`src/bdq_pkg.sv`:
```
// shared types and constants for the bounded deque with search
// operation codes, controller states, command and status bundles
// no dependencies

package bdq_pkg;

    localparam int DEPTH_DEF      = 16;
    localparam int ELEM_WIDTH_DEF = 32;
    localparam int OP_W           = 3;
    localparam int VALUE_W        = 32;
    localparam int COUNT_W        = 5;

    typedef enum logic [OP_W-1:0] {
        OP_PUSH_FRONT = 3'd0,
        OP_PUSH_BACK  = 3'd1,
        OP_POP_FRONT  = 3'd2,
        OP_POP_BACK   = 3'd3,
        OP_SEARCH     = 3'd4
    } op_t;

    typedef enum logic [2:0] {
        ST_IDLE,
        ST_EXEC,
        ST_POP_WAIT,
        ST_SCAN,
        ST_DONE
    } state_t;

    typedef struct packed {
        logic load_item;
        logic push_exec;
        logic pop_issue;
        logic pop_finish;
        logic res_fail;
        logic res_search_empty;
        logic scan_start;
        logic scan_next;
        logic scan_finish;
        logic out_load;
    } cmd_t;

    typedef struct packed {
        logic [OP_W-1:0] op;
        logic            full;
        logic            empty;
        logic            hit;
        logic            last;
        logic            out_busy;
    } status_t;

endpackage

```
`src/bounded_deque_with_search_unit.sv`:
```
// top level of the bounded deque with search
// depends on bdq_pkg, bdq_ctrl and bdq_dp
//
// usage:
// - input channel in_valid / in_stall carries op and value; output channel
//   out_valid / out_stall carries ok, popped, found and count
// - a transfer happens on a rising edge with valid high and stall low
// - one item is worked on at a time; in_stall is high from the transfer until
//   its result is in the output register
// - from input transfer to out_valid an item goes through the execute and done
//   states; a pop adds a read wait state, and a search adds a scan state for each
//   stored word it compares (at most the fill count, up to DEPTH)
// - a new item is taken the cycle after its predecessor's result is loaded;
//   the search walks the store one word per cycle through the single read port
//   of the ring ram
// - the output register holds a result while out_stall is high; a finished
//   result waits there while the next item is accepted, and that item's
//   result is not loaded until the register is free
// - reset empties the deque (head and fill count cleared) and drops any
//   pending result; store contents are not cleared

module bounded_deque_with_search_unit #(
    parameter int DEPTH      = bdq_pkg::DEPTH_DEF,
    parameter int ELEM_WIDTH = bdq_pkg::ELEM_WIDTH_DEF
) (
    input  logic                         clk,
    input  logic                         rst_n,
    input  logic                         in_valid,
    output logic                         in_stall,
    input  logic [bdq_pkg::OP_W-1:0]     op,
    input  logic [bdq_pkg::VALUE_W-1:0]  value,
    output logic                         out_valid,
    input  logic                         out_stall,
    output logic                         ok,
    output logic [bdq_pkg::VALUE_W-1:0]  popped,
    output logic                         found,
    output logic [bdq_pkg::COUNT_W-1:0]  count
);

    bdq_pkg::cmd_t    cmd;
    bdq_pkg::status_t st;

    bdq_ctrl u_ctrl (
        .clk      (clk),
        .rst_n    (rst_n),
        .in_valid (in_valid),
        .in_stall (in_stall),
        .st       (st),
        .cmd      (cmd)
    );

    bdq_dp #(
        .DEPTH      (DEPTH),
        .ELEM_WIDTH (ELEM_WIDTH)
    ) u_dp (
        .clk       (clk),
        .rst_n     (rst_n),
        .op        (op),
        .value     (value),
        .out_valid (out_valid),
        .out_stall (out_stall),
        .ok        (ok),
        .popped    (popped),
        .found     (found),
        .count     (count),
        .cmd       (cmd),
        .st        (st)
    );

`ifndef ASSERT_OFF
    a_busy_after_transfer: assert property (@(posedge clk) disable iff (!rst_n)
        (in_valid && !in_stall) |=> in_stall)
        else $error("input taken while an item is in progress");

    a_fail_is_clean: assert property (@(posedge clk) disable iff (!rst_n)
        (out_valid && !ok) |-> (popped == '0 && !found))
        else $error("failed result carries data");

    a_found_needs_ok: assert property (@(posedge clk) disable iff (!rst_n)
        (out_valid && found) |-> (ok && popped == '0))
        else $error("found flag on a non-search result");

    a_one_result_cmd: assert property (@(posedge clk) disable iff (!rst_n)
        $onehot0({cmd.push_exec, cmd.pop_issue, cmd.res_fail, cmd.res_search_empty,
                  cmd.scan_start, cmd.pop_finish, cmd.scan_finish, cmd.out_load}))
        else $error("conflicting datapath commands");
`endif

endmodule

```
`src/bdq_ram.sv`:
```
// generic single write port, single read port ram with registered read
// no dependencies

module bdq_ram #(
    parameter int WIDTH = 32,
    parameter int DEPTH = 16
) (
    input  logic                     clk,
    input  logic                     we,
    input  logic [$clog2(DEPTH)-1:0] waddr,
    input  logic [WIDTH-1:0]         wdata,
    input  logic [$clog2(DEPTH)-1:0] raddr,
    output logic [WIDTH-1:0]         rdata
);

    logic [WIDTH-1:0] mem [DEPTH];

    always_ff @(posedge clk)
    begin
        if (we)
        begin
            mem[waddr] <= wdata;
        end
        rdata <= mem[raddr];
    end

endmodule

```
`src/bdq_ctrl.sv`:
```
// controller state machine for the bounded deque with search
// depends on bdq_pkg for states, op codes, command and status bundles

module bdq_ctrl (
    input  logic             clk,
    input  logic             rst_n,
    input  logic             in_valid,
    output logic             in_stall,
    input  bdq_pkg::status_t st,
    output bdq_pkg::cmd_t    cmd
);

    bdq_pkg::state_t state_reg;
    bdq_pkg::state_t state_next;

    always_ff @(posedge clk or negedge rst_n)
    begin
        if (!rst_n)
        begin
            state_reg <= bdq_pkg::ST_IDLE;
        end
        else
        begin
            state_reg <= state_next;
        end
    end

    always_comb
    begin
        state_next = state_reg;
        cmd        = '0;
        in_stall   = 1'b1;
        unique case (state_reg)
            bdq_pkg::ST_IDLE:
            begin
                in_stall = 1'b0;
                if (in_valid)
                begin
                    cmd.load_item = 1'b1;
                    state_next    = bdq_pkg::ST_EXEC;
                end
            end
            bdq_pkg::ST_EXEC:
            begin
                state_next = bdq_pkg::ST_DONE;
                unique case (st.op)
                    bdq_pkg::OP_PUSH_FRONT, bdq_pkg::OP_PUSH_BACK:
                    begin
                        if (st.full)
                        begin
                            cmd.res_fail = 1'b1;
                        end
                        else
                        begin
                            cmd.push_exec = 1'b1;
                        end
                    end
                    bdq_pkg::OP_POP_FRONT, bdq_pkg::OP_POP_BACK:
                    begin
                        if (st.empty)
                        begin
                            cmd.res_fail = 1'b1;
                        end
                        else
                        begin
                            cmd.pop_issue = 1'b1;
                            state_next    = bdq_pkg::ST_POP_WAIT;
                        end
                    end
                    bdq_pkg::OP_SEARCH:
                    begin
                        if (st.empty)
                        begin
                            cmd.res_search_empty = 1'b1;
                        end
                        else
                        begin
                            cmd.scan_start = 1'b1;
                            state_next     = bdq_pkg::ST_SCAN;
                        end
                    end
                    default:
                    begin
                        cmd.res_fail = 1'b1;
                    end
                endcase
            end
            bdq_pkg::ST_POP_WAIT:
            begin
                cmd.pop_finish = 1'b1;
                state_next     = bdq_pkg::ST_DONE;
            end
            bdq_pkg::ST_SCAN:
            begin
                if (st.hit || st.last)
                begin
                    cmd.scan_finish = 1'b1;
                    state_next      = bdq_pkg::ST_DONE;
                end
                else
                begin
                    cmd.scan_next = 1'b1;
                end
            end
            bdq_pkg::ST_DONE:
            begin
                if (!st.out_busy)
                begin
                    cmd.out_load = 1'b1;
                    state_next   = bdq_pkg::ST_IDLE;
                end
            end
            default:
            begin
                state_next = bdq_pkg::ST_IDLE;
            end
        endcase
    end

endmodule

```
`src/bdq_dp.sv`:
```
// datapath for the bounded deque with search: ring pointers, word store,
// scan compare, result and output registers
// depends on bdq_pkg and bdq_ram

module bdq_dp #(
    parameter int DEPTH      = bdq_pkg::DEPTH_DEF,
    parameter int ELEM_WIDTH = bdq_pkg::ELEM_WIDTH_DEF
) (
    input  logic                         clk,
    input  logic                         rst_n,
    input  logic [bdq_pkg::OP_W-1:0]     op,
    input  logic [bdq_pkg::VALUE_W-1:0]  value,
    output logic                         out_valid,
    input  logic                         out_stall,
    output logic                         ok,
    output logic [bdq_pkg::VALUE_W-1:0]  popped,
    output logic                         found,
    output logic [bdq_pkg::COUNT_W-1:0]  count,
    input  bdq_pkg::cmd_t                cmd,
    output bdq_pkg::status_t             st
);

    localparam int AW  = $clog2(DEPTH);
    localparam int CW  = $clog2(DEPTH + 1);
    localparam int EW  = ELEM_WIDTH;
    localparam int VW  = bdq_pkg::VALUE_W;
    localparam int NW  = bdq_pkg::COUNT_W;
    localparam int OPW = bdq_pkg::OP_W;

    logic [AW-1:0]  head_reg;
    logic [AW-1:0]  head_next;
    logic [CW-1:0]  cnt_reg;
    logic [CW-1:0]  cnt_next;
    logic           out_valid_reg;
    logic           out_valid_next;

    logic [OPW-1:0] op_reg;
    logic [EW-1:0]  val_reg;
    logic [AW-1:0]  scan_addr_reg;
    logic [CW-1:0]  idx_reg;
    logic           res_ok_reg;
    logic [EW-1:0]  res_popped_reg;
    logic           res_found_reg;
    logic           out_ok_reg;
    logic [EW-1:0]  out_popped_reg;
    logic           out_found_reg;
    logic [CW-1:0]  out_cnt_reg;

    logic [AW-1:0]  head_inc;
    logic [AW-1:0]  head_dec;
    logic [AW-1:0]  scan_inc;
    logic [AW:0]    tail_sum;
    logic [AW-1:0]  tail_addr;
    logic [CW-1:0]  cnt_m1;
    logic [AW:0]    back_sum;
    logic [AW-1:0]  back_addr;
    logic           is_front;
    logic           ram_we;
    logic [AW-1:0]  ram_waddr;
    logic [AW-1:0]  ram_raddr;
    logic [EW-1:0]  ram_rdata;

    assign is_front = (op_reg == bdq_pkg::OP_PUSH_FRONT) || (op_reg == bdq_pkg::OP_POP_FRONT);

    assign head_inc = (head_reg == AW'(DEPTH - 1)) ? '0 : head_reg + 1'b1;
    assign head_dec = (head_reg == '0) ? AW'(DEPTH - 1) : head_reg - 1'b1;
    assign scan_inc = (scan_addr_reg == AW'(DEPTH - 1)) ? '0 : scan_addr_reg + 1'b1;

    assign tail_sum  = (AW+1)'(head_reg) + (AW+1)'(cnt_reg);
    assign tail_addr = (tail_sum >= (AW+1)'(DEPTH)) ? AW'(tail_sum - (AW+1)'(DEPTH))
                                                    : AW'(tail_sum);
    assign cnt_m1    = cnt_reg - 1'b1;
    assign back_sum  = (AW+1)'(head_reg) + (AW+1)'(cnt_m1);
    assign back_addr = (back_sum >= (AW+1)'(DEPTH)) ? AW'(back_sum - (AW+1)'(DEPTH))
                                                    : AW'(back_sum);

    assign ram_we    = cmd.push_exec;
    assign ram_waddr = is_front ? head_dec : tail_addr;

    always_comb
    begin
        if (cmd.pop_issue)
        begin
            ram_raddr = is_front ? head_reg : back_addr;
        end
        else if (cmd.scan_start)
        begin
            ram_raddr = head_reg;
        end
        else if (cmd.scan_next)
        begin
            ram_raddr = scan_inc;
        end
        else
        begin
            ram_raddr = '0;
        end
    end

    bdq_ram #(
        .WIDTH (EW),
        .DEPTH (DEPTH)
    ) u_ram (
        .clk   (clk),
        .we    (ram_we),
        .waddr (ram_waddr),
        .wdata (val_reg),
        .raddr (ram_raddr),
        .rdata (ram_rdata)
    );

    always_comb
    begin
        head_next      = head_reg;
        cnt_next       = cnt_reg;
        out_valid_next = out_valid_reg;
        if (cmd.push_exec)
        begin
            cnt_next = cnt_reg + 1'b1;
            if (is_front)
            begin
                head_next = head_dec;
            end
        end
        if (cmd.pop_finish)
        begin
            cnt_next = cnt_m1;
            if (is_front)
            begin
                head_next = head_inc;
            end
        end
        if (cmd.out_load)
        begin
            out_valid_next = 1'b1;
        end
        else if (!out_stall)
        begin
            out_valid_next = 1'b0;
        end
    end

    always_ff @(posedge clk or negedge rst_n)
    begin
        if (!rst_n)
        begin
            head_reg      <= '0;
            cnt_reg       <= '0;
            out_valid_reg <= 1'b0;
        end
        else
        begin
            head_reg      <= head_next;
            cnt_reg       <= cnt_next;
            out_valid_reg <= out_valid_next;
        end
    end

    always_ff @(posedge clk)
    begin
        if (cmd.load_item)
        begin
            op_reg  <= op;
            val_reg <= EW'(value);
        end
        if (cmd.scan_start)
        begin
            scan_addr_reg <= head_reg;
            idx_reg       <= '0;
        end
        if (cmd.scan_next)
        begin
            scan_addr_reg <= scan_inc;
            idx_reg       <= idx_reg + 1'b1;
        end
        if (cmd.push_exec)
        begin
            res_ok_reg     <= 1'b1;
            res_popped_reg <= '0;
            res_found_reg  <= 1'b0;
        end
        if (cmd.pop_finish)
        begin
            res_ok_reg     <= 1'b1;
            res_popped_reg <= ram_rdata;
            res_found_reg  <= 1'b0;
        end
        if (cmd.res_fail)
        begin
            res_ok_reg     <= 1'b0;
            res_popped_reg <= '0;
            res_found_reg  <= 1'b0;
        end
        if (cmd.res_search_empty)
        begin
            res_ok_reg     <= 1'b1;
            res_popped_reg <= '0;
            res_found_reg  <= 1'b0;
        end
        if (cmd.scan_finish)
        begin
            res_ok_reg     <= 1'b1;
            res_popped_reg <= '0;
            res_found_reg  <= st.hit;
        end
        if (cmd.out_load)
        begin
            out_ok_reg     <= res_ok_reg;
            out_popped_reg <= res_popped_reg;
            out_found_reg  <= res_found_reg;
            out_cnt_reg    <= cnt_reg;
        end
    end

    assign st.op       = op_reg;
    assign st.full     = (cnt_reg == CW'(DEPTH));
    assign st.empty    = (cnt_reg == '0);
    assign st.hit      = (ram_rdata == val_reg);
    assign st.last     = ((idx_reg + 1'b1) == cnt_reg);
    assign st.out_busy = out_valid_reg && out_stall;

    assign out_valid = out_valid_reg;
    assign ok        = out_ok_reg;
    assign popped    = VW'(out_popped_reg);
    assign found     = out_found_reg;
    assign count     = NW'(out_cnt_reg);

endmodule

```
`config.mk`:
```
export PLATFORM = sky130hd
export DESIGN_NAME = bounded_deque_with_search_unit
export DESIGN_NICKNAME = d
export VERILOG_FILES = /design/src/bdq_pkg.sv /design/src/bounded_deque_with_search_unit.sv /design/src/bdq_ram.sv /design/src/bdq_ctrl.sv /design/src/bdq_dp.sv
export SDC_FILE = /design/constraint.sdc
export NUM_CORES = 1
export LEC_CHECK = 0
export BUFFER_PORTS_ARGS = -buffer_cell sky130_fd_sc_hd__buf_2
export CAP_MARGIN = 40
export CORE_ASPECT_RATIO = 0.75
export CORE_MARGIN = 3
export CORE_UTILIZATION = 62
export CTS_CLUSTER_DIAMETER = 200
export CTS_CLUSTER_SIZE = 16
export DETAILED_ROUTE_END_ITERATION = 10
export GPL_TIMING_DRIVEN = 0
export PLACE_DENSITY = 0.89
export SLEW_MARGIN = 0
export SYNTH_ARGS = -nofsm -noshare
export SYNTH_HDL_FRONTEND = slang
export SYNTH_SLANG_ARGS = --single-unit
```
`constraint.sdc`:
```
create_clock -name clk -period 4.64 [get_ports clk]
set_input_delay 0.232 -clock clk [delete_from_list [all_inputs] [get_ports clk]]
set_output_delay 0.232 -clock clk [all_outputs]
set_load 0.03 [all_outputs]
```
**Yosys cells after proc, flatten, opt, wreduce, memory -nomap -nowiden**

Memories as Yosys holds them, arrays and structs flattened. A register that Yosys moved wholly into a read port is not among the register bits.
Index checks and enable logic that the tools add are counted.

- Add/sub/neg operators: 10
- Order comparisons: 2
- Eq/ne operators: 17
- Muxes and demuxes: 60
- Reductions and logical operators: 16

Operator list:

| kind | number |
|---|---|
| 32-bit 2-to-1 mux | 2 |
| 4-bit 2-to-1 mux | 16 |
| 32-bit equality test | 1 |
| 1-bit 2-to-1 mux | 26 |
| 5-bit 2-to-1 mux | 4 |
| 3-bit 2-to-1 mux | 6 |
| 3-bit case mux with 5 select lines | 1 |
| 3-bit by 2-bit equality test with 1-bit output, second input constant | 4 |
| 4-bit by 1-bit subtractor with 4-bit output, second input constant | 3 |
| 4-bit by 5-bit adder with 5-bit output | 2 |
| 5-bit by 1-bit adder with 5-bit output, second input constant | 2 |
| 5-bit >= comparator, second input constant | 2 |
| 4-bit by 1-bit adder with 4-bit output, second input constant | 2 |
| 4-bit equality test, second input constant | 2 |
| 3-bit by 1-bit equality test with 1-bit output, second input constant | 2 |
| 3-bit equality test, second input constant | 2 |
| 3-bit logical NOT | 2 |
| 2-bit 2-to-1 mux | 3 |
| 3-bit case mux with 2 select lines | 1 |
| 2-bit OR reduction | 3 |
| 5-bit equality test | 1 |
| 5-bit equality test, second input constant | 1 |
| 5-bit logical NOT | 1 |
| 5-bit nonzero test | 1 |
| 11 further kinds | 15 |

- Bits in registers: 130
- Bits in writable memories: 512
- Input bits: 39
- Output and inout bits: 41
- Word-level logic and storage cells: 121
- Memories kept: 1

Memories:

| memory | words | width | read ports | clocked after memory_dff | write ports | line | text |
|---|---|---|---|---|---|---|---|
| u_dp.u_ram.mem | 16 | 32 | 1 | 1 | 1 | bdq_ram.sv:16 | `logic [WIDTH-1:0] mem [DEPTH];` |

**Depth between registers and ports, before layout**

Gate-level depths: netlist of the first run.

- Depth in word-level cells: 9
- Gate-level depth with buffers: 15
- Mapped depth without buffers: 13

**Cells and area by module**

From an unflattened synthesis of the first run, not the netlist that was laid out.

- Cell total of the unflattened synthesis: 1,236
- Area total of the unflattened synthesis: 25,349.3 µm²

By module, submodules not included:

| module | times used | cells each | area each (µm²) | sequential area each (µm²) |
|---|---|---|---|---|
| bdq_ram | 1 | 838 | 19,835.3 | 16,015.4 |
| bdq_dp | 1 | 361 | 5,222.5 | 3,433.3 |
| bdq_ctrl | 1 | 37 | 291.5 | 75.1 |

**Worst setup path after synthesis of the first run**

OpenSTA, ideal clock, no wires.

- Path kind: reg2reg
- Start: register u_dp.head_reg[1]
- End: memory u_dp.u_ram.mem[5][0] (enable)
- Library setup time: 0.421 ns
- Data arrival time: 2.956 ns
- Setup slack: 1.263 ns
- Cell stages (with the launch flop): 9
- Clock period less this slack: 3.377 ns
- Path through: dfrtp_1 ha_1 a21o_1 a21oi_1 xnor2_1 nand2_1 o21ai_0 nand2_1 nor2_1

- Word-level cells in the longest chain between the ends: 4
- Elaborated cells between the ends (all ways): 8
- Those cells by class: 3 x add/sub; 1 x order compare; 3 x mux; 1 x reduce/logical

Ends and longest elaborated chain:

| what | line | text |
|---|---|---|
| start: declaration | bdq_dp.sv:30 | `logic [AW-1:0] head_reg;` |
| start signal: assignment | bdq_dp.sv:153 | `head_reg <= head_next;` |
| 4-bit by 5-bit adder with 5-bit output | bdq_dp.sv:69 | `assign tail_sum = (AW+1)'(head_reg) + (AW+1)'(cnt_reg);` |
| 4-bit by 1-bit subtractor with 4-bit output / 5-bit >= comparator (equally long branches) | bdq_dp.sv:70 | `assign tail_addr = (tail_sum >= (AW+1)'(DEPTH)) ? AW'(tail_sum - (AW+1)'(DEPTH))` |
| 4-bit 2-to-1 mux | bdq_dp.sv:70 |  |
| 4-bit 2-to-1 mux (*) | bdq_dp.sv:78 | `assign ram_waddr = is_front ? head_dec : tail_addr;` |
| end: declaration | bdq_ram.sv:16 |  |

Every way passes the cells marked *; elsewhere a longest branch is shown, timed or not.

**Worst setup path in the final report of the first run**

- Start: register u_dp.val_reg[25]
- End: register u_dp.u_ram.rdata[27], read port of u_dp.u_ram.mem

- Word-level cells in the longest chain between the ends: 7

Ends and longest elaborated chain:

| what | line | text |
|---|---|---|
| start: declaration | bdq_dp.sv:38 | `logic [EW-1:0] val_reg;` |
| start signal: assignment | bdq_dp.sv:164 | `val_reg <= EW'(value);` |
| 32-bit equality test | bdq_dp.sv:218 | `assign st.hit = (ram_rdata == val_reg);` |
| 1-bit logical OR | bdq_ctrl.sv:95 | `if (st.hit \|\| st.last)` |
| 1-bit 2-to-1 mux | bdq_ctrl.sv:95 |  |
| 2-bit 2-to-1 mux | bdq_ctrl.sv:33 | `unique case (state_reg)` |
| 4-bit 2-to-1 mux | bdq_dp.sv:90 | `else if (cmd.scan_next)` |
| 4-bit 2-to-1 mux | bdq_dp.sv:86 | `else if (cmd.scan_start)` |
| 4-bit 2-to-1 mux | bdq_dp.sv:82 | `if (cmd.pop_issue)` |
| end: declaration | bdq_ram.sv:13 | `output logic [WIDTH-1:0] rdata` |

No other way between the ends.
A chain may end at the register's enable or synchronous reset.

==> results of run 1 <==
[kinds of logic (layout without fill, tap and decap cells)]
family                   after synthesis  count (layout)
adder cells (fa/ha/maj)               14              14
multiplexers                         163             163
AO/OA/AOI/OAI                        305             305
XOR/XNOR                              57              57
AND/OR/NAND/NOR                      229             229
buffers and inverters                 97             349
flip-flops                           674             674
other                                  0               2
[repair_timing]
item,CTS,global route
gates resized for setup,2,4
buffers inserted,1,25
hold buffers,38,0
hold endpoints to repair,50,0
setup endpoints to repair,12,16
[worst max-delay path, stage by stage (launching register included)]
cell	delay (ns)
edfxtp_1	0.78
xor2_1	0.21
nor4_2	0.44
nand4_1	0.37
o21ai_2	0.38
o21a_1	0.18
buf_2	0.33
clkbuf_4	0.39
buf_2	0.39
mux2i_1	0.26
o22ai_1	0.12
a21oi_1	0.36
nand3_1	0.15
[Yosys cell counts, drive strengths merged, types with 3 or more instances]
library cell  count
xor2             40
and4              3
nand3            37
edfxtp          596
nand4             4
a21oi           115
nor3b             6
mux2              4
clkbuf           50
inv              11
nand2           104
dfxtp            65
mux2i           129
o21a              4
a221o            60
a31oi             7
a22o             34
and3              3
a211oi            3
nor2             40
o31ai             4
ha               12
mux4             30
xnor2            16
nor4              9
o22ai            34
a21o              6
or3b              3
nor3              7
a22oi             5
dfrtp            13
buf              36
a221oi            3
o21ai            16
[metrics by stage]
step	worst slack (ns)	instances	hold WS, ns	power [W]
final	0.104	2354	0.0706	0.0165
after floorplan	1.26	1539	-0.0636	0.0107
after detailed placement	-0.197	2201	0.155	0.0123
after global routing	0.00843	2352	0.102	0.0171
after global placement	-0.591	2179	0.145	0.0119
after CTS	0.0900	2327	0.0707	0.0163
[cell type report]
type	count	area (um^2)	share of cell area (%)
Antenna cell	2	5.00	0.0169
Buffer	86	494	1.66
Clock buffer	84	1360	4.57
Clock inverter	3	33.8	0.114
Inverter	11	41.3	0.139
Multi-Input combinational cell	768	6090	20.5
Sequential cell	674	19500	65.7
Tap cell	561	702	2.36
Timing Repair Buffer	165	1450	4.89
[power groups by stage]
stage	clock network, W	registers, W	logic [W]
after global placement	0	0.00830	0.00363
after floorplan	0	0.00824	0.00245
final	0.00398	0.00817	0.00439
after global routing	0.00424	0.00822	0.00462
after detailed placement	0	0.00833	0.00401
after CTS	0.00399	0.00820	0.00414
[worst max path at each step]
stage                      from               endpoint  slack [ns]  depth (start not counted)
2_1_floorplan  u_dp.head_reg[1]   u_dp.u_ram.mem[5][0]        1.26                          8
3_3_place_gp    u_dp.cnt_reg[0]  u_dp.u_ram.mem[12][2]       -0.59                          7
3_5_place_dp   u_dp.val_reg[16]   u_dp.u_ram.rdata[27]       -0.20                         12
4_1_cts        u_dp.val_reg[28]   u_dp.u_ram.rdata[27]        0.09                         12
5_1_grt        u_dp.val_reg[17]   u_dp.u_ram.rdata[27]       0.008                         12
6_report       u_dp.val_reg[25]   u_dp.u_ram.rdata[27]        0.10                         12
[metal layers]
| layer | vias to the layer above | wire length [um] | GRT usage [%] |
|---|---|---|---|
| li1 | 6512 | - | - |
| met1 | 7771 | 23100 | 39.3 |
| met2 | 1281 | 30900 | 47.1 |
| met3 | 233 | 8510 | 6.68 |
| met4 | 2 | 2720 | 11.4 |
| met5 | - | 17 | 0 |
==> results.sh, run 1 <==
export IMPL_outcome="finished clean"
export IMPL_synth_ff_type="edfxtp_1"
export IMPL_p_sw_share_pct=33.1
export IMPL_fillers=2298
export IMPL_start_util_pct=63.3
export IMPL_io_buffers=79
export IMPL_reg2reg_from="u_dp.val_reg[25]"
export IMPL_critPathCaptureType="register"
export IMPL_max_cap_violations=0
export IMPL_syn_area_um2=26000
export IMPL_p_int_w=0.0111
export IMPL_viasPerCell=6.71
export IMPL_p_clk_share_pct=24.1
export IMPL_core_area_um2=41100
export IMPL_tightest_slew_ns=0.920
export IMPL_rsz0062_at_grt="false"
export IMPL_vias=15800
export IMPL_hold_violations=0
export IMPL_cp_start_kind="register"
export IMPL_synth_cell_types=67
export IMPL_grt_pass1_vias=15600
export IMPL_cts_buffers=48
export IMPL_top_register="u_dp.u_ram.mem"
export IMPL_crit_fanout=17
export IMPL_tns_ns=0
export IMPL_synth_mux_area_share_pct=7.74
export IMPL_critPathRequiredTime_ns=5.08
export IMPL_synth_edff_count=596
export IMPL_fmax_mhz=220
export IMPL_synth_top_family_by_area="compound AO/OA/AOI/OAI gates"
export IMPL_drt_initial_drc_count=2279
export IMPL_die_h_um=183
export IMPL_synth_top_cell_by_area="edfxtp_1"
export IMPL_placed_area_um2=27700
export IMPL_overflow=0
export IMPL_hpwl_um=41200
export IMPL_gp_congestion=0.896
export IMPL_antenna_found_initial=2
export IMPL_finalWirelength_um=65200
export IMPL_ys_top_cells_by_area="edfxtp_1 (69%), dfxtp_1 (5.0%), mux2i_1 (5.0%), mux4_2 (2.6%), a221o_1 (2.3%)"
export IMPL_ys_warn_count=0
export IMPL_min_period_over_period_pct=97.8
export IMPL_die_w_um=242
export IMPL_tritoncts="done"
export IMPL_finalSetupViolCount=0
export IMPL_synthArstFlopShare_pct=1.93
export IMPL_p_seq_share_pct=49.4
export IMPL_hp_class="primary input to async pin"
export IMPL_drtAntennaViolNets=0
export IMPL_drc=0
export IMPL_p_per_area_nw_per_um2=557
export IMPL_combPwrFrac_pct=26.6
export IMPL_grt_util_all_layers_pct=29.1
export IMPL_synth_simple_area_share_pct=4.12
export IMPL_period_minus_slack_ns=4.54
export IMPL_synth_xor_area_share_pct=1.97
export IMPL_path_clk_slew_ns=0.08
export IMPL_rrSetupSlack_ns=0.10
export IMPL_clockBufferDepth=3
export IMPL_netSwitchingPower_w=0.00547
export IMPL_skew_ns=0.0401
export IMPL_post_route_util_pct=72.3
export IMPL_synth_area_per_cell_um2=16.9
export IMPL_peakVddDrop_mv=0.420
export IMPL_root_buffer="clkbuf_16"
export IMPL_arrival_ns=4.98
export IMPL_ys_seq_area_share_pct=75.1
export IMPL_worstReg2RegEnd="u_dp.u_ram.rdata[27]"
export IMPL_syn_num_nets=1592
export IMPL_synth_cells=1539
export IMPL_numClockSinks=674
export IMPL_area_growth_syn_to_layout_pct=14.3
export IMPL_layout_drive_gt1_share_pct=15.6
export IMPL_num_io_pins=80
export IMPL_largest_reg_flops=512
export IMPL_dieArea_um2=44400
export IMPL_path_class="register to register"
export IMPL_firstDrtPassIters=6
export IMPL_design_area_um2=29700
export IMPL_layout_commonest_cell="edfxtp_1"
export IMPL_cts_max_level=2
export IMPL_synth_compound_area_share_pct=8.28
export IMPL_final_nets=1807
export IMPL_maxSlewViolCount=0
export IMPL_netlist_area_leader_share_pct=68.9
export IMPL_p_leak_nw=10.4
export IMPL_grt_max_degree=24
export IMPL_synthAdderAreaFrac_pct=0.732
export IMPL_relSlewSlack_pct=38.7
export IMPL_grt_pass1_wl_um=96200
export IMPL_layout_common_cells="edfxtp_1 (596), mux2i_1 (129), a21oi_1 (114), nand2_1 (104), buf_2 (104)"
export IMPL_clk_latency_ns=0.60
export IMPL_rr_worst_depth=12
export IMPL_synth_ff_latch_count=674
export IMPL_wl_per_cell_um=27.7
export IMPL_row_count=64
No activity file was read; power rests on OpenSTA's default activity.
==> run 2: changes to the inputs <==
PLACE_DENSITY = 0.9   (was 0.89)
==> run 2 against run 1 <==
Sequential cell count unchanged. Maximum frequency shrank 0.48%. Largest cell class unchanged. Core utilization up 0.29 points. Clock power is essentially flat. Design area rose by 0.40%. Routed wire length grew 1.6%. Register-to-register slack worse by 0.02 ns.
==> results.sh, run 2 (synthesized netlist as in run 1, its figures left out) <==
export IMPL_highest_layer="met4"
export IMPL_grt_pass1_vias=15900
export IMPL_cp_start_kind="register"
export IMPL_fillers=2288
export IMPL_finalWirelength_um=66300
export IMPL_clockBufferDepth=3
export IMPL_grt_util_all_layers_pct=29.7
export IMPL_period_minus_slack_ns=4.56
export IMPL_dieArea_um2=44400
export IMPL_max_cap_violations=0
export IMPL_critPathRequiredTime_ns=5.08
export IMPL_finalSetupViolCount=0
export IMPL_cts_buffers=48
export IMPL_route_met3_wl_um=8100
export IMPL_drtAntennaViolNets=0
export IMPL_start_util_pct=63.3
export IMPL_critPathCaptureType="register"
export IMPL_finalPower_w=0.0166
export IMPL_grt_max_degree=25
export IMPL_p_per_area_nw_per_um2=557
export IMPL_antenna_found_initial=0
export IMPL_drc=0
export IMPL_p_leak_nw=10.4
export IMPL_layout_drive_gt1_share_pct=15.7
export IMPL_crit_chain="inv_1 -> ha_1 -> or4b_1 -> nand3_1 -> a21boi_0 -> o21bai_1 -> nor2_1 -> o21ai_1 -> buf_4 -> clkbuf_1 -> o22ai_1 -> a21oi_1 -> nand3_1"
export IMPL_arrival_ns=5.00
export IMPL_overflow=0
export IMPL_skew_ns=0.0245
export IMPL_drt_initial_drc_count=2396
export IMPL_fmax_mhz=219
export IMPL_rsz0062_at_grt="false"
export IMPL_die_w_um=242
export IMPL_top_register="u_dp.u_ram.mem"
export IMPL_path_clk_slew_ns=0.08
export IMPL_peakVddDrop_mv=0.398
export IMPL_layout_common_cells="edfxtp_1 (596), mux2i_1 (129), a21oi_1 (114), nand2_1 (104), buf_2 (103)"
export IMPL_post_route_util_pct=72.6
export IMPL_largest_reg_flops=512
export IMPL_cp_common_cell="nand3_1"
export IMPL_dpl_cell_count=2202
export IMPL_area_growth_syn_to_layout_pct=14.7
export IMPL_hp_class="primary input to async pin"
export IMPL_final_nets=1810
export IMPL_layout_commonest_cell="edfxtp_1"
export IMPL_viasPerCell=6.71
export IMPL_hold_violations=0
export IMPL_row_count=64
export IMPL_io_buffers=79
export IMPL_tightest_slew_ns=0.969
export IMPL_grt_pass1_wl_um=97700
export IMPL_firstDrtPassIters=6
export IMPL_outcome="finished clean"
export IMPL_clk_latency_ns=0.59
export IMPL_wl_per_cell_um=28.2
export IMPL_root_buffer="clkbuf_16"
export IMPL_maxSlewViolCount=0
export IMPL_relSlewSlack_pct=35.2
export IMPL_numClockSinks=674
export IMPL_die_h_um=183
export IMPL_crit_fanout=10
export IMPL_tritoncts="done"
export IMPL_path_class="register to register"
export IMPL_min_period_over_period_pct=98.2
export IMPL_cts_max_level=2
export IMPL_hpwl_um=41900
export IMPL_vias=15800
export IMPL_max_stage_delay_ns=0.57
export IMPL_antenna_cells=0
export IMPL_critPathSlowestCell="a21boi_0"
export IMPL_wl_met1_um=23700
export IMPL_finalNonFillerCells=2355
export IMPL_core_area_um2=41100
export IMPL_gp_congestion=0.939
export IMPL_finalHoldWorstSlack_ns=0.0764
export IMPL_wl_met2_um=31100
export IMPL_num_io_pins=80
run 2: report_power, final:
group	internal, W	total [W]	switching [W]
combinational	0.00154	0.00447	0.00293
sequential	0.00756	0.00817	0.000605
clock	0.00199	0.00397	0.00197
run 2: worst paths after layout:
| path | start | slack [ns] | endpoint | depth (start not counted) |
|---|---|---|---|---|
| min in group clk | value[0] | 0.36 | u_dp.val_reg[0] | 2 |
| min reg2reg | u_dp.res_popped_reg[30] | 0.44 | u_dp.popped[30] | 0 |
| max reg2reg | u_dp.cnt_reg[1] | 0.08 | u_dp.u_ram.rdata[5] | 13 |
| max in group asynchronous | rst_n | 4.30 | u_dp.head_reg[0] | 2 |
| min | rst_n | 0.08 | u_dp.cnt_reg[2] | 2 |
| max | u_dp.cnt_reg[1] | 0.08 | u_dp.u_ram.rdata[5] | 13 |
run 2: layout make-up:
cell class              instances  area (um^2)  area share (%)
repair buffers                168         1570            5.25
plain buffers                  86          493            1.65
multi-input cells             768         6110            20.5
flip-flops and latches        674        19500            65.5
clock inverters                 1         16.3          0.0545
well taps                     561          702            2.35
inverters                      11         41.3           0.138
clock buffers                  86         1370            4.58
run 2: what timing repair did:
action / in CTS / in global routing
hold buffers: 38 / 0
endpoints found under the setup margin: 30 / 30
resized for setup: 3 / 5
setup buffers: 1 / 27
endpoints found under the hold margin: 50 / 0
run 2: per-layer routing:
metal	vias to the layer above	global-route usage, %
met2	1253	47.8
met5	-	0
met4	0	13.6
met1	7775	39.2
met3	257	7.09
li1	6522	-
run 2: through the flow:
step	setup TNS (ns)	area (um^2)	setup slack, ns
2_1_floorplan	0	26000	1.26
3_3_place_gp	-182.60	27100	-0.505
3_5_place_dp	-5.00	27700	-0.372
4_1_cts	0	29500	0.0327
5_1_grt	0	29800	0.0229
6_report	0	29800	0.0825
run 2: critical path, delay by kind of cell (launching register included):
family	cells	cell delay [ns]
AO/OA/AOI/OAI	5	1.67
flip-flops	1	0.54
buffers and inverters	3	0.92
AND/OR/NAND/NOR	4	1.00
adder cells (fa/ha/maj)	1	0.29
==> run 3: changes to the inputs <==
==> constraint.sdc (replaced) <==
create_clock -name clk -period 4.64 [get_ports clk]
set_input_delay 0.464 -clock clk [delete_from_list [all_inputs] [get_ports clk]]
set_output_delay 0.464 -clock clk [all_outputs]
set_load 0.03 [all_outputs]
==> run 3 against run 2 <==
Critical path depth stayed put. Core utilization down 0.89 points. Non-clock buffer count fell by 38. Highest routed layer is now met5.
==> results.sh, run 3 (synthesized netlist as in run 1, its figures left out) <==
export IMPL_min_period_over_period_pct=97.1
export IMPL_finalPower_w=0.0165
export IMPL_gp_congestion=0.939
export IMPL_path_clk_slew_ns=0.08
export IMPL_design_area_um2=29500
export IMPL_grt_util_all_layers_pct=29.1
export IMPL_viasPerCell=6.69
export IMPL_start_util_pct=63.3
export IMPL_io_buffers=79
export IMPL_arrival_ns=4.95
export IMPL_clk_latency_ns=0.58
export IMPL_p_leak_nw=10.2
export IMPL_tns_ns=0
export IMPL_layout_common_cells="edfxtp_1 (596), mux2i_1 (129), a21oi_1 (114), nand2_1 (104), buf_2 (103)"
export IMPL_hold_depth=1
export IMPL_dpl_cell_count=2202
export IMPL_row_count=64
export IMPL_num_io_pins=80
export IMPL_top_register="u_dp.u_ram.mem"
export IMPL_overflow=0
export IMPL_grt_max_degree=25
export IMPL_tritoncts="done"
export IMPL_drc=0
export IMPL_skew_ns=0.0217
export IMPL_die_w_um=242
export IMPL_wl_per_cell_um=28.2
export IMPL_die_h_um=183
export IMPL_crit_fanout=10
export IMPL_rsz0062_at_grt="false"
export IMPL_finalSetupViolCount=0
export IMPL_hold_violations=0
export IMPL_fmax_mhz=222
export IMPL_firstDrtPassIters=8
export IMPL_path_class="register to register"
export IMPL_antenna_cells=0
export IMPL_vias=15500
export IMPL_root_buffer="clkbuf_16"
export IMPL_critPathCaptureType="register"
export IMPL_numClockSinks=674
export IMPL_p_per_area_nw_per_um2=561
export IMPL_period_minus_slack_ns=4.51
export IMPL_area_growth_syn_to_layout_pct=13.3
export IMPL_finalNonFillerCells=2317
export IMPL_cp_start_kind="register"
export IMPL_hp_class="primary input to register"
export IMPL_grt_pass1_vias=15600
export IMPL_hpwl_um=41900
export IMPL_cts_buffers=48
export IMPL_fillers=2338
export IMPL_rr_worst_depth=13
export IMPL_grt_pass1_wl_um=95900
export IMPL_cts_max_level=2
export IMPL_outcome="finished clean"
export IMPL_critPathRequiredTime_ns=5.08
export IMPL_drtAntennaViolNets=0
export IMPL_post_route_util_pct=71.7
export IMPL_maxSlewViolCount=0
export IMPL_peakVddDrop_mv=0.397
export IMPL_core_area_um2=41100
export IMPL_largest_reg_flops=512
export IMPL_drt_initial_drc_count=2107
export IMPL_placed_area_um2=27700
export IMPL_tightest_slew_ns=0.899
export IMPL_antenna_found_initial=1
export IMPL_relSlewSlack_pct=40.0
export IMPL_layout_commonest_cell="edfxtp_1"
export IMPL_finalWirelength_um=65300
export IMPL_dieArea_um2=44400
export IMPL_layout_drive_gt1_share_pct=16.0
export IMPL_max_cap_violations=0
export IMPL_final_nets=1772
export IMPL_clockBufferDepth=3
[run 3: power breakdown]
group	internal [W]	leakage (nW)	switching [W]
Sequential	0.00756	6.09	0.000609
Clock	0.00199	0.655	0.00196
Combinational	0.00152	3.49	0.00289
[run 3: critical path: stages, from the launching register on]
cell	delay [ns]
dfrtp_1	0.54
inv_1	0.19
ha_1	0.29
or4b_1	0.54
nand3_1	0.25
a21boi_0	0.57
o21bai_1	0.22
nor2_1	0.07
o21ai_1	0.38
buf_4	0.28
clkbuf_1	0.41
o22ai_1	0.18
a21oi_1	0.30
nand3_1	0.14
[run 3: per-stage QoR]
stage / hold slack [ns] / setup slack, ns
after global routing: 0.0442 / 0.0791
final: 0.0574 / 0.133
after global placement: 0.376 / -0.505
after floorplan: 0.168 / 1.26
after detailed placement: 0.377 / -0.372
after CTS: 0.0380 / 0.0327
[run 3: what timing repair did]
action / 4_1_cts / 5_1_grt
setup buffers: 1 / 25
pin swaps: 0 / 1
hold buffers: 1 / 0
endpoints found under the setup margin: 30 / 30
resized for setup: 3 / 5
endpoints found under the hold margin: 13 / 0
[run 3: metal layers]
metal / wire length [um] / global-route usage (%) / vias to the layer above
met5: 9 / 0 / -
met4: 3300 / 13.7 / 2
met3: 8000 / 6.61 / 242
met2: 30400 / 46.5 / 1202
met1: 23600 / 38.9 / 7622
li1: - / - / 6432
[run 3: layout make-up]
cell class	instances	area [um^2]	share of cell area (%)
clock inverter	1	16.3	0.0552
buffer	86	494	1.68
timing repair buffer	130	1210	4.10
sequential	674	19500	66.3
clock buffer	86	1370	4.63
multi-input combinational	768	6100	20.7
inverter	11	41.3	0.140
tap	561	702	2.38
[run 3: worst paths after layout]
path	start	endpoint	slack (ns)
max in group asynchronous	rst_n	u_dp.head_reg[0]	4.05
worst min register to register	u_dp.res_popped_reg[31]	u_dp.popped[31]	0.44
worst max register to register	u_dp.cnt_reg[1]	u_dp.u_ram.rdata[3]	0.13
worst max-delay path	u_dp.cnt_reg[1]	u_dp.u_ram.rdata[3]	0.13
min in group asynchronous	rst_n	u_dp.cnt_reg[2]	0.32
worst min-delay path	op[0]	u_dp.op_reg[0]	0.06
